[src/rtl/core/lcd_command_data_pixel_writer_unit_macros.svh]
// Assertion helpers for the LCD pixel writer.
`ifndef LCD_COMMAND_DATA_PIXEL_WRITER_UNIT_MACROS_SVH
`define LCD_COMMAND_DATA_PIXEL_WRITER_UNIT_MACROS_SVH

// Checked property, masked while reset is held.
`define LCDPW_ASSERT(lbl, prop, msg) \
    lbl: assert property (@(posedge i_clk) disable iff (!i_rst_n) prop) else $error(msg);

// Checked property, live during reset as well.
`define LCDPW_ASSERT_RST(lbl, prop, msg) \
    lbl: assert property (@(posedge i_clk) prop) else $error(msg);

`endif

[src/rtl/core/lcdpw_pkg.sv]
package lcdpw_pkg;

    // Screen geometry
    localparam int WIDTH_PIXELS  = 128;
    localparam int HEIGHT_PIXELS = 128;

    localparam int COL_W = (WIDTH_PIXELS  > 1) ? $clog2(WIDTH_PIXELS)  : 1;
    localparam int ROW_W = (HEIGHT_PIXELS > 1) ? $clog2(HEIGHT_PIXELS) : 1;

    typedef logic [COL_W-1:0] t_col_cnt;
    typedef logic [ROW_W-1:0] t_row_cnt;
    typedef logic [6:0]       t_coord;
    typedef logic [7:0]       t_byte;
    typedef logic [3:0]       t_nibble;

    localparam t_col_cnt COL_LAST = t_col_cnt'(WIDTH_PIXELS - 1);
    localparam t_row_cnt ROW_LAST = t_row_cnt'(HEIGHT_PIXELS - 1);

    // Bus operation codes
    localparam logic OP_COMMAND = 1'b0;
    localparam logic OP_DATA    = 1'b1;

    // Command codes
    localparam t_byte CMD_PAGE_SET   = 8'h75;
    localparam t_byte CMD_COLUMN_SET = 8'h15;
    localparam t_byte CMD_NORMAL     = 8'hA6;
    localparam t_byte CMD_INVERSE    = 8'hA7;
    localparam t_byte CMD_MEM_WRITE  = 8'h5C;

    // Nibble times 17 is the nibble repeated; normal display shows 255 minus that.
    function automatic t_byte expand_channel(input t_nibble nib, input logic inverse);
        t_byte v;
        v = {nib, nib};
        return inverse ? v : ~v;
    endfunction

endpackage

[src/rtl/core/lcdpw_if.sv]
// Bus byte channel
interface lcdpw_in_if;
    logic       valid;
    logic       ready;
    logic       operation;
    logic [7:0] value;

    modport source (output valid, output operation, output value, input ready);
    modport sink   (input valid, input operation, input value, output ready);
endinterface

// Pixel result channel
interface lcdpw_out_if;
    logic       valid;
    logic       ready;
    logic [6:0] column;
    logic [6:0] row;
    logic [7:0] red;
    logic [7:0] green;
    logic [7:0] blue;

    modport source (output valid, output column, output row, output red,
                    output green, output blue, input ready);
    modport sink   (input valid, input column, input row, input red,
                    input green, input blue, output ready);
endinterface

[src/rtl/core/lcd_command_data_pixel_writer_unit.sv]
// LCD command/data bus pixel writer. Takes one bus item per cycle on i_in
// (operation 0 = command byte, 1 = data byte) and emits one pixel item on
// o_out for every completed pair of data bytes received while the latched
// command is memory write (0x5C). The first byte of a pair gives red in its
// low nibble, the second gives green (high nibble) and blue (low nibble);
// each nibble is widened to 8 bits by repetition and shown as 255 minus
// that value in normal display (0xA6) or as is in inverse display (0xA7).
// Page-set (0x75) and column-set (0x15) send the write position back to the
// origin; the position otherwise steps in raster order and wraps at the end
// of the screen. Commands never reset the pairing phase. Rate: one item per
// cycle sustained unless the output stalls. A bus item sits in the input
// register after its accepting edge; when the input stage retires it, the
// controller state is updated and any completed pixel is loaded into the
// result register, from which it is offered. The input stage only holds
// while a pixel is ready to leave it and the result register is still full
// and unclaimed, so i_in.ready drops only under output back-pressure.
module lcd_command_data_pixel_writer_unit (
    input  logic          i_clk,
    input  logic          i_rst_n,
    lcdpw_in_if.sink      i_in,
    lcdpw_out_if.source   o_out
);

    // Input register
    logic                r_s1_valid;
    logic                r_s1_op;
    lcdpw_pkg::t_byte    r_s1_value;

    // Controller state
    lcdpw_pkg::t_byte    r_last_cmd,   n_last_cmd;
    logic                r_expect_red, n_expect_red;
    lcdpw_pkg::t_nibble  r_red_nib,    n_red_nib;
    logic                r_inverse,    n_inverse;
    lcdpw_pkg::t_col_cnt r_col,        n_col;
    lcdpw_pkg::t_row_cnt r_row,        n_row;

    // Result register
    logic                r_out_valid;
    lcdpw_pkg::t_coord   r_out_column;
    lcdpw_pkg::t_coord   r_out_row;
    lcdpw_pkg::t_byte    r_out_red;
    lcdpw_pkg::t_byte    r_out_green;
    lcdpw_pkg::t_byte    r_out_blue;

    logic s1_mem_data;   // data byte under memory write
    logic s1_emit;       // item completes a pixel
    logic out_free;
    logic s1_fire;
    logic in_fire;

    assign s1_mem_data = r_s1_valid && (r_s1_op == lcdpw_pkg::OP_DATA)
                         && (r_last_cmd == lcdpw_pkg::CMD_MEM_WRITE);
    assign s1_emit     = s1_mem_data && !r_expect_red;
    assign out_free    = !r_out_valid || o_out.ready;
    // Items with no pixel never wait on the output side.
    assign s1_fire     = r_s1_valid && (!s1_emit || out_free);
    assign i_in.ready  = !r_s1_valid || s1_fire;
    assign in_fire     = i_in.valid && i_in.ready;

    // Next controller state, applied when the input stage retires its item
    always_comb begin
        n_last_cmd   = r_last_cmd;
        n_expect_red = r_expect_red;
        n_red_nib    = r_red_nib;
        n_inverse    = r_inverse;
        n_col        = r_col;
        n_row        = r_row;
        if (r_s1_valid && (r_s1_op == lcdpw_pkg::OP_COMMAND)) begin
            n_last_cmd = r_s1_value;
            priority if (r_s1_value == lcdpw_pkg::CMD_PAGE_SET ||
                         r_s1_value == lcdpw_pkg::CMD_COLUMN_SET) begin
                n_col = '0;
                n_row = '0;
            end else if (r_s1_value == lcdpw_pkg::CMD_NORMAL) begin
                n_inverse = 1'b0;
            end else if (r_s1_value == lcdpw_pkg::CMD_INVERSE) begin
                n_inverse = 1'b1;
            end else begin
                // other commands are only latched
            end
        end else if (s1_mem_data) begin
            if (r_expect_red) begin
                n_red_nib    = r_s1_value[3:0];
                n_expect_red = 1'b0;
            end else begin
                n_expect_red = 1'b1;
                // raster step, wrap at end of line and of screen
                if (r_col == lcdpw_pkg::COL_LAST) begin
                    n_col = '0;
                    n_row = (r_row == lcdpw_pkg::ROW_LAST) ? '0 : r_row + 1'b1;
                end else begin
                    n_col = r_col + 1'b1;
                end
            end
        end
    end

    always_ff @(posedge i_clk) begin
        if (!i_rst_n) begin
            r_s1_valid   <= 1'b0;
            r_last_cmd   <= '0;
            r_expect_red <= 1'b1;
            r_red_nib    <= '0;
            r_inverse    <= 1'b0;
            r_col        <= '0;
            r_row        <= '0;
        end else begin
            if (in_fire) begin
                r_s1_valid <= 1'b1;
            end else if (s1_fire) begin
                r_s1_valid <= 1'b0;
            end
            if (s1_fire) begin
                r_last_cmd   <= n_last_cmd;
                r_expect_red <= n_expect_red;
                r_red_nib    <= n_red_nib;
                r_inverse    <= n_inverse;
                r_col        <= n_col;
                r_row        <= n_row;
            end
        end
    end

    // Input payload, no reset
    always_ff @(posedge i_clk) begin
        if (in_fire) begin
            r_s1_op    <= i_in.operation;
            r_s1_value <= i_in.value;
        end
    end

    always_ff @(posedge i_clk) begin
        if (!i_rst_n) begin
            r_out_valid <= 1'b0;
        end else if (s1_fire && s1_emit) begin
            r_out_valid <= 1'b1;
        end else if (o_out.ready) begin
            r_out_valid <= 1'b0;
        end
    end

    // Result payload, no reset
    always_ff @(posedge i_clk) begin
        if (s1_fire && s1_emit) begin
            r_out_column <= lcdpw_pkg::t_coord'(r_col);
            r_out_row    <= lcdpw_pkg::t_coord'(r_row);
            r_out_red    <= lcdpw_pkg::expand_channel(r_red_nib, r_inverse);
            r_out_green  <= lcdpw_pkg::expand_channel(r_s1_value[7:4], r_inverse);
            r_out_blue   <= lcdpw_pkg::expand_channel(r_s1_value[3:0], r_inverse);
        end
    end

    assign o_out.valid  = r_out_valid;
    assign o_out.column = r_out_column;
    assign o_out.row    = r_out_row;
    assign o_out.red    = r_out_red;
    assign o_out.green  = r_out_green;
    assign o_out.blue   = r_out_blue;

`include "lcd_command_data_pixel_writer_unit_macros.svh"

    `LCDPW_ASSERT(a_col_in_range, (r_col <= lcdpw_pkg::COL_LAST), "column past width")
    `LCDPW_ASSERT(a_row_in_range, (r_row <= lcdpw_pkg::ROW_LAST), "row past height")
    `LCDPW_ASSERT(a_emit_loads_out,
                  (s1_fire && s1_emit) |=> (r_out_valid && r_expect_red),
                  "pixel not registered or pairing phase not restored")
    `LCDPW_ASSERT(a_no_overwrite,
                  (r_out_valid && !o_out.ready) |-> !(s1_fire && s1_emit),
                  "pending pixel overwritten")
    `LCDPW_ASSERT_RST(a_reset_clears,
                      !i_rst_n |=> (!r_out_valid && !r_s1_valid && r_expect_red),
                      "reset did not clear control state")

endmodule

[src/flat_wrapper.sv]
// flat-port wrapper written by rule: the top's interface ports become plain ports
module lcd_command_data_pixel_writer_unit_flat 
  (i_clk, i_rst_n, i_in_valid, i_in_operation, i_in_value, i_in_ready, o_out_valid, o_out_column, o_out_row, o_out_red, o_out_green, o_out_blue, o_out_ready);
  lcdpw_in_if i_in_i ();
  lcdpw_out_if o_out_i ();
  input  logic i_clk;
  input  logic i_rst_n;
  input wire logic [$bits(i_in_i.valid)-1:0] i_in_valid;
  input wire logic [$bits(i_in_i.operation)-1:0] i_in_operation;
  input wire logic [$bits(i_in_i.value)-1:0] i_in_value;
  output wire logic [$bits(i_in_i.ready)-1:0] i_in_ready;
  output wire logic [$bits(o_out_i.valid)-1:0] o_out_valid;
  output wire logic [$bits(o_out_i.column)-1:0] o_out_column;
  output wire logic [$bits(o_out_i.row)-1:0] o_out_row;
  output wire logic [$bits(o_out_i.red)-1:0] o_out_red;
  output wire logic [$bits(o_out_i.green)-1:0] o_out_green;
  output wire logic [$bits(o_out_i.blue)-1:0] o_out_blue;
  input wire logic [$bits(o_out_i.ready)-1:0] o_out_ready;
  assign i_in_i.valid = i_in_valid;
  assign i_in_i.operation = i_in_operation;
  assign i_in_i.value = i_in_value;
  assign i_in_ready = i_in_i.ready;
  assign o_out_valid = o_out_i.valid;
  assign o_out_column = o_out_i.column;
  assign o_out_row = o_out_i.row;
  assign o_out_red = o_out_i.red;
  assign o_out_green = o_out_i.green;
  assign o_out_blue = o_out_i.blue;
  assign o_out_i.ready = o_out_ready;
  lcd_command_data_pixel_writer_unit u_core (.i_clk(i_clk), .i_rst_n(i_rst_n), .i_in(i_in_i), .o_out(o_out_i));
endmodule
[config.mk]
export PLATFORM = sky130hd
export DESIGN_NAME = lcd_command_data_pixel_writer_unit_flat
export DESIGN_NICKNAME = d
export VERILOG_FILES = /design/src/rtl/core/lcdpw_pkg.sv /design/src/rtl/core/lcdpw_if.sv /design/src/rtl/core/lcd_command_data_pixel_writer_unit.sv /design/src/flat_wrapper.sv
export VERILOG_INCLUDE_DIRS = /design/src /design/src/rtl/core
export SDC_FILE = /design/constraint.sdc
export NUM_CORES = 1
export LEC_CHECK = 0
export BUFFER_PORTS_ARGS = -buffer_cell sky130_fd_sc_hd__buf_2
export CAP_MARGIN = 20
export CORE_ASPECT_RATIO = 1.75
export CORE_MARGIN = 5
export CORE_UTILIZATION = 29
export DETAILED_ROUTE_END_ITERATION = 7
export GPL_ROUTABILITY_DRIVEN = 0
export GPL_TIMING_DRIVEN = 0
export REMOVE_ABC_BUFFERS = 1
export SLEW_MARGIN = 20
export SYNTH_ARGS = -nofsm -noshare
export SYNTH_HDL_FRONTEND = slang
export SYNTH_SLANG_ARGS = --single-unit
export TNS_END_PERCENT = 10
[constraint.sdc]
create_clock -name i_clk -period 7.8 [get_ports i_clk]
set_input_delay 0.39 -clock i_clk [delete_from_list [all_inputs] [get_ports i_clk]]
set_output_delay 0.39 -clock i_clk [all_outputs]
set_load 0.01 [all_outputs]
==> results.py <==
metrics = {
    "timing": {
        "hold_ws_ns": 0.2333,
        "rsz0062_at_grt": "no",
        "hold_viol": 0,
        "clock_skew_ns": 0.004395,
        "tns_ns": 0,
        "slew_violations": 0,
        "min_period_ns": 2.296,
        "setup_slack_ns": 5.504,
        "worst_pin_slew_ns": 0.7518,
        "min_period_over_period": 0.2943,
        "clock.fmax_mhz": 435.6,
        "max-slew-margin-rel": 0.4957,
        "setup_viol": 0,
    },
    "global_route": {
        "track_usage": 0.1012,
        "grt_max_degree": 28,
        "grt_pass1_vias": 1833,
        "grt_first_pass_wirelength_um": 8970,
        "grt-ovfl-total": 0,
        "antenna_found_initial": 0,
    },
    "power_and_ir_drop": {
        "switching_share": 0.2047,
        "pwr-share-comb": 0.025,
        "worst_ir_drop_vdd_uv": 112.7,
        "p_leak_nw": 1.259,
        "power.density_mw_per_mm2": 247.5,
        "pwr-share-seq": 0.452,
        "switching_power_uw": 169.0,
        "clkPwrFrac": 0.523,
        "power.internal_uw": 656.8,
    },
    "logic_synthesis": {
        "syn-cell-area_sq_mm": 0.002714,
        "syn_area_per_cell_sq_um": 11.65,
        "async_flop_share": 0,
        "synth-edff-count": 35,
        "yosysTopAreaCell": "edfxtp_1",
        "seq_area_frac_synth": 0.6086,
        "synthTopCellsByCount": "edfxtp_1, nand2_1, dfxtp_1",
        "synthDistinctLibCells": 47,
        "synth_most_common_cell": "edfxtp_1",
        "ys_seq_elements": 65,
        "yosys-top-cells-area": "edfxtp_1, dfxtp_1, nand2_1",
        "synth_cells": 233,
        "yosysTopAreaCellShare": 0.3873,
        "ys.flop_type": "edfxtp_1",
        "synth_warnings": 0,
    },
    "setup_path": {
        "crit_top_cell": "buf_4",
        "reg2reg_from": "u_core.r_s1_op",
        "path_class": "register to register",
        "cp-end-kind": "register",
        "worstPathCellList": "nand4_4, nor3_2, buf_4, buf_4",
        "cpMaxStageDelayCell": "edfxtp_1",
        "crit_required_ns": 7.83,
        "path_max_fanout": 13,
        "critPathArrivalTime_ns": 2.33,
        "critPathMaxStageDelay_ns": 0.64,
        "crit_buf_inv": 2,
        "critPathLaunch": "u_core.r_s1_op",
        "crit_path_start_kind": "register",
        "cpLargestDelayFamily": "simple AND/OR/NAND/NOR gates",
    },
    "clock_network": {
        "htreeDepth": 3,
        "clk_pin_slew_ns": 0.06,
        "clk_path_buf_depth": 2,
        "holdBufCountCts": 0,
        "insertion_delay_ns": 0.33,
        "cts_buffers": 9,
        "cts_root_buf": "clkbuf_16",
        "cts_setup_buffers": 0,
        "cts_tree": "built",
        "cts_resized": 0,
        "cts.sinks": 65,
    },
    "cells_and_area": {
        "drive_gt1_frac": 0.3085,
        "nNetsFinal": 292,
        "n_antenna_cell": 0,
        "area_growth_pct": 22.96,
        "multi_input_area_sq_um": 922.1,
        "regArea_sq_mm": 0.001652,
        "fillers": 921,
    },
    "floorplanning": {
        "die-width_um": 83.13,
        "floorplan.initialDensity": 0.2984,
        "rows": 46,
        "core_sq_mm": 0.009094,
        "die_h_um": 138.0,
        "ios": 53,
        "dieArea_sq_mm": 0.01147,
    },
    "placement": {
        "port_buffers": 52,
        "hpwl_um": 4017,
        "detailedPlace.worstSlack_ns": 5.456,
    },
    "detailed_routing": {
        "drcViolationCount": 0,
        "num_vias": 1857,
        "first_iter_violations": 62,
        "wl_um": 5462,
        "wire_per_inst_um": 13.59,
        "via_per_inst": 4.619,
        "detail-route-antenna-nets": 0,
        "first_pass_iters": 4,
    },
    "run": {
        "max_cap_violations": 0,
    },
    "run_status": {
        "outcome": "completed",
    },
    "min_path": {
        "min_path_type": "input pin to register",
        "worstHoldStart": "i_in_value[2]",
    },
}
-- cells in the final DEF (no fill, tap or decap), types with 2 or more instances in the layout --
master      netlist  final
nor2_1           13     13
clkinvlp_4        0      2
a41o_1            2      2
xnor2_1          13     13
nand2_1          31     31
mux2i_1           4      4
and4bb_2          4      4
nor3_1            3      2
nand4_1           2      2
nor2b_1           2      2
inv_6             0      2
buf_2             2     52
nand3_1           8      8
buf_4            12      2
a21oi_1          19     19
nand4b_1          2      2
inv_1             2      2
and2_1            3      3
clkbuf_16         0      9
a41oi_1           2      2
ha_1              2      2
bufinv_16         0      2
dfxtp_1          30     30
o21ai_0           7      7
edfxtp_1         35     35
a31o_2            3      3
or2_2             2      2
o31ai_1           3      3
-- per-stage QoR --
stage / area [sq um] / util / power (mW) / std cells
after floorplan: 2580 / - / 0.3913 / 212
after global placement: 2990 / 0.3288 / 0.4007 / 384
after detailed placement: 3010 / 0.3310 / 0.4017 / 386
after CTS: 3337 / 0.3670 / 0.8367 / 402
after global routing: 3337 / 0.3670 / 0.8550 / 402
final: 3337 / 0.3670 / 0.8258 / 402
-- metal layers --
layer	global-route usage	part of all wire
met2	0.1893	0.56
met3	0.03092	0.051
met1	0.09476	0.36
met5	0	0
met4	0.06545	0.027
-- registers in the layout, indices dropped and copies added (netlist names), 7 cells and up --
signal / flops
u_core.o_out.column: 7
u_core.o_out.row: 7
u_core.r_col: 7
u_core.r_last_cmd: 8
u_core.r_row: 7
u_core.r_s1_value: 8
-- kinds of logic (layout without fill, tap and decap cells) --
logic type / Yosys count / in the layout / synth area share
AO/OA/AOI/OAI: 43 / 43 / 0.1047
adder cells (fa/ha/maj): 2 / 2 / 0.009219
XOR/XNOR: 13 / 13 / 0.04196
flip-flops: 65 / 65 / 0.6086
AND/OR/NAND/NOR: 82 / 82 / 0.1674
buffers and inverters: 24 / 73 / 0.05348
multiplexers: 4 / 4 / 0.01475
-- final cells by class --
cell class,count,share of cell area
Tap cell,120,0.04499
Inverter,3,0.003375
Sequential cell,65,0.4949
Clock inverter,7,0.03037
Timing Repair Buffer,54,0.08249
Clock buffer,9,0.06749
Multi-Input combinational cell,144,0.2763
-- power groups by stage --
stage | registers, mW | logic, mW | clock network, mW
after floorplan | 0.378 | 0.0136 | 0
after global placement | 0.381 | 0.0200 | 0
after detailed placement | 0.381 | 0.0207 | 0
after CTS | 0.374 | 0.0207 | 0.442
after global routing | 0.374 | 0.0231 | 0.458
final | 0.374 | 0.0203 | 0.432
-- path summary, 6_finish.rpt --
path | end | cells after the start | slack, ns
setup / recovery | u_core.o_out.green[6] | 4 | 5.50
setup reg to reg | u_core.o_out.green[6] | 4 | 5.50
hold reg to reg | u_core.r_last_cmd[5] | 2 | 0.45
hold / removal | u_core.r_s1_value[2] | 1 | 0.23
Power figures use the tool's default switching activity.
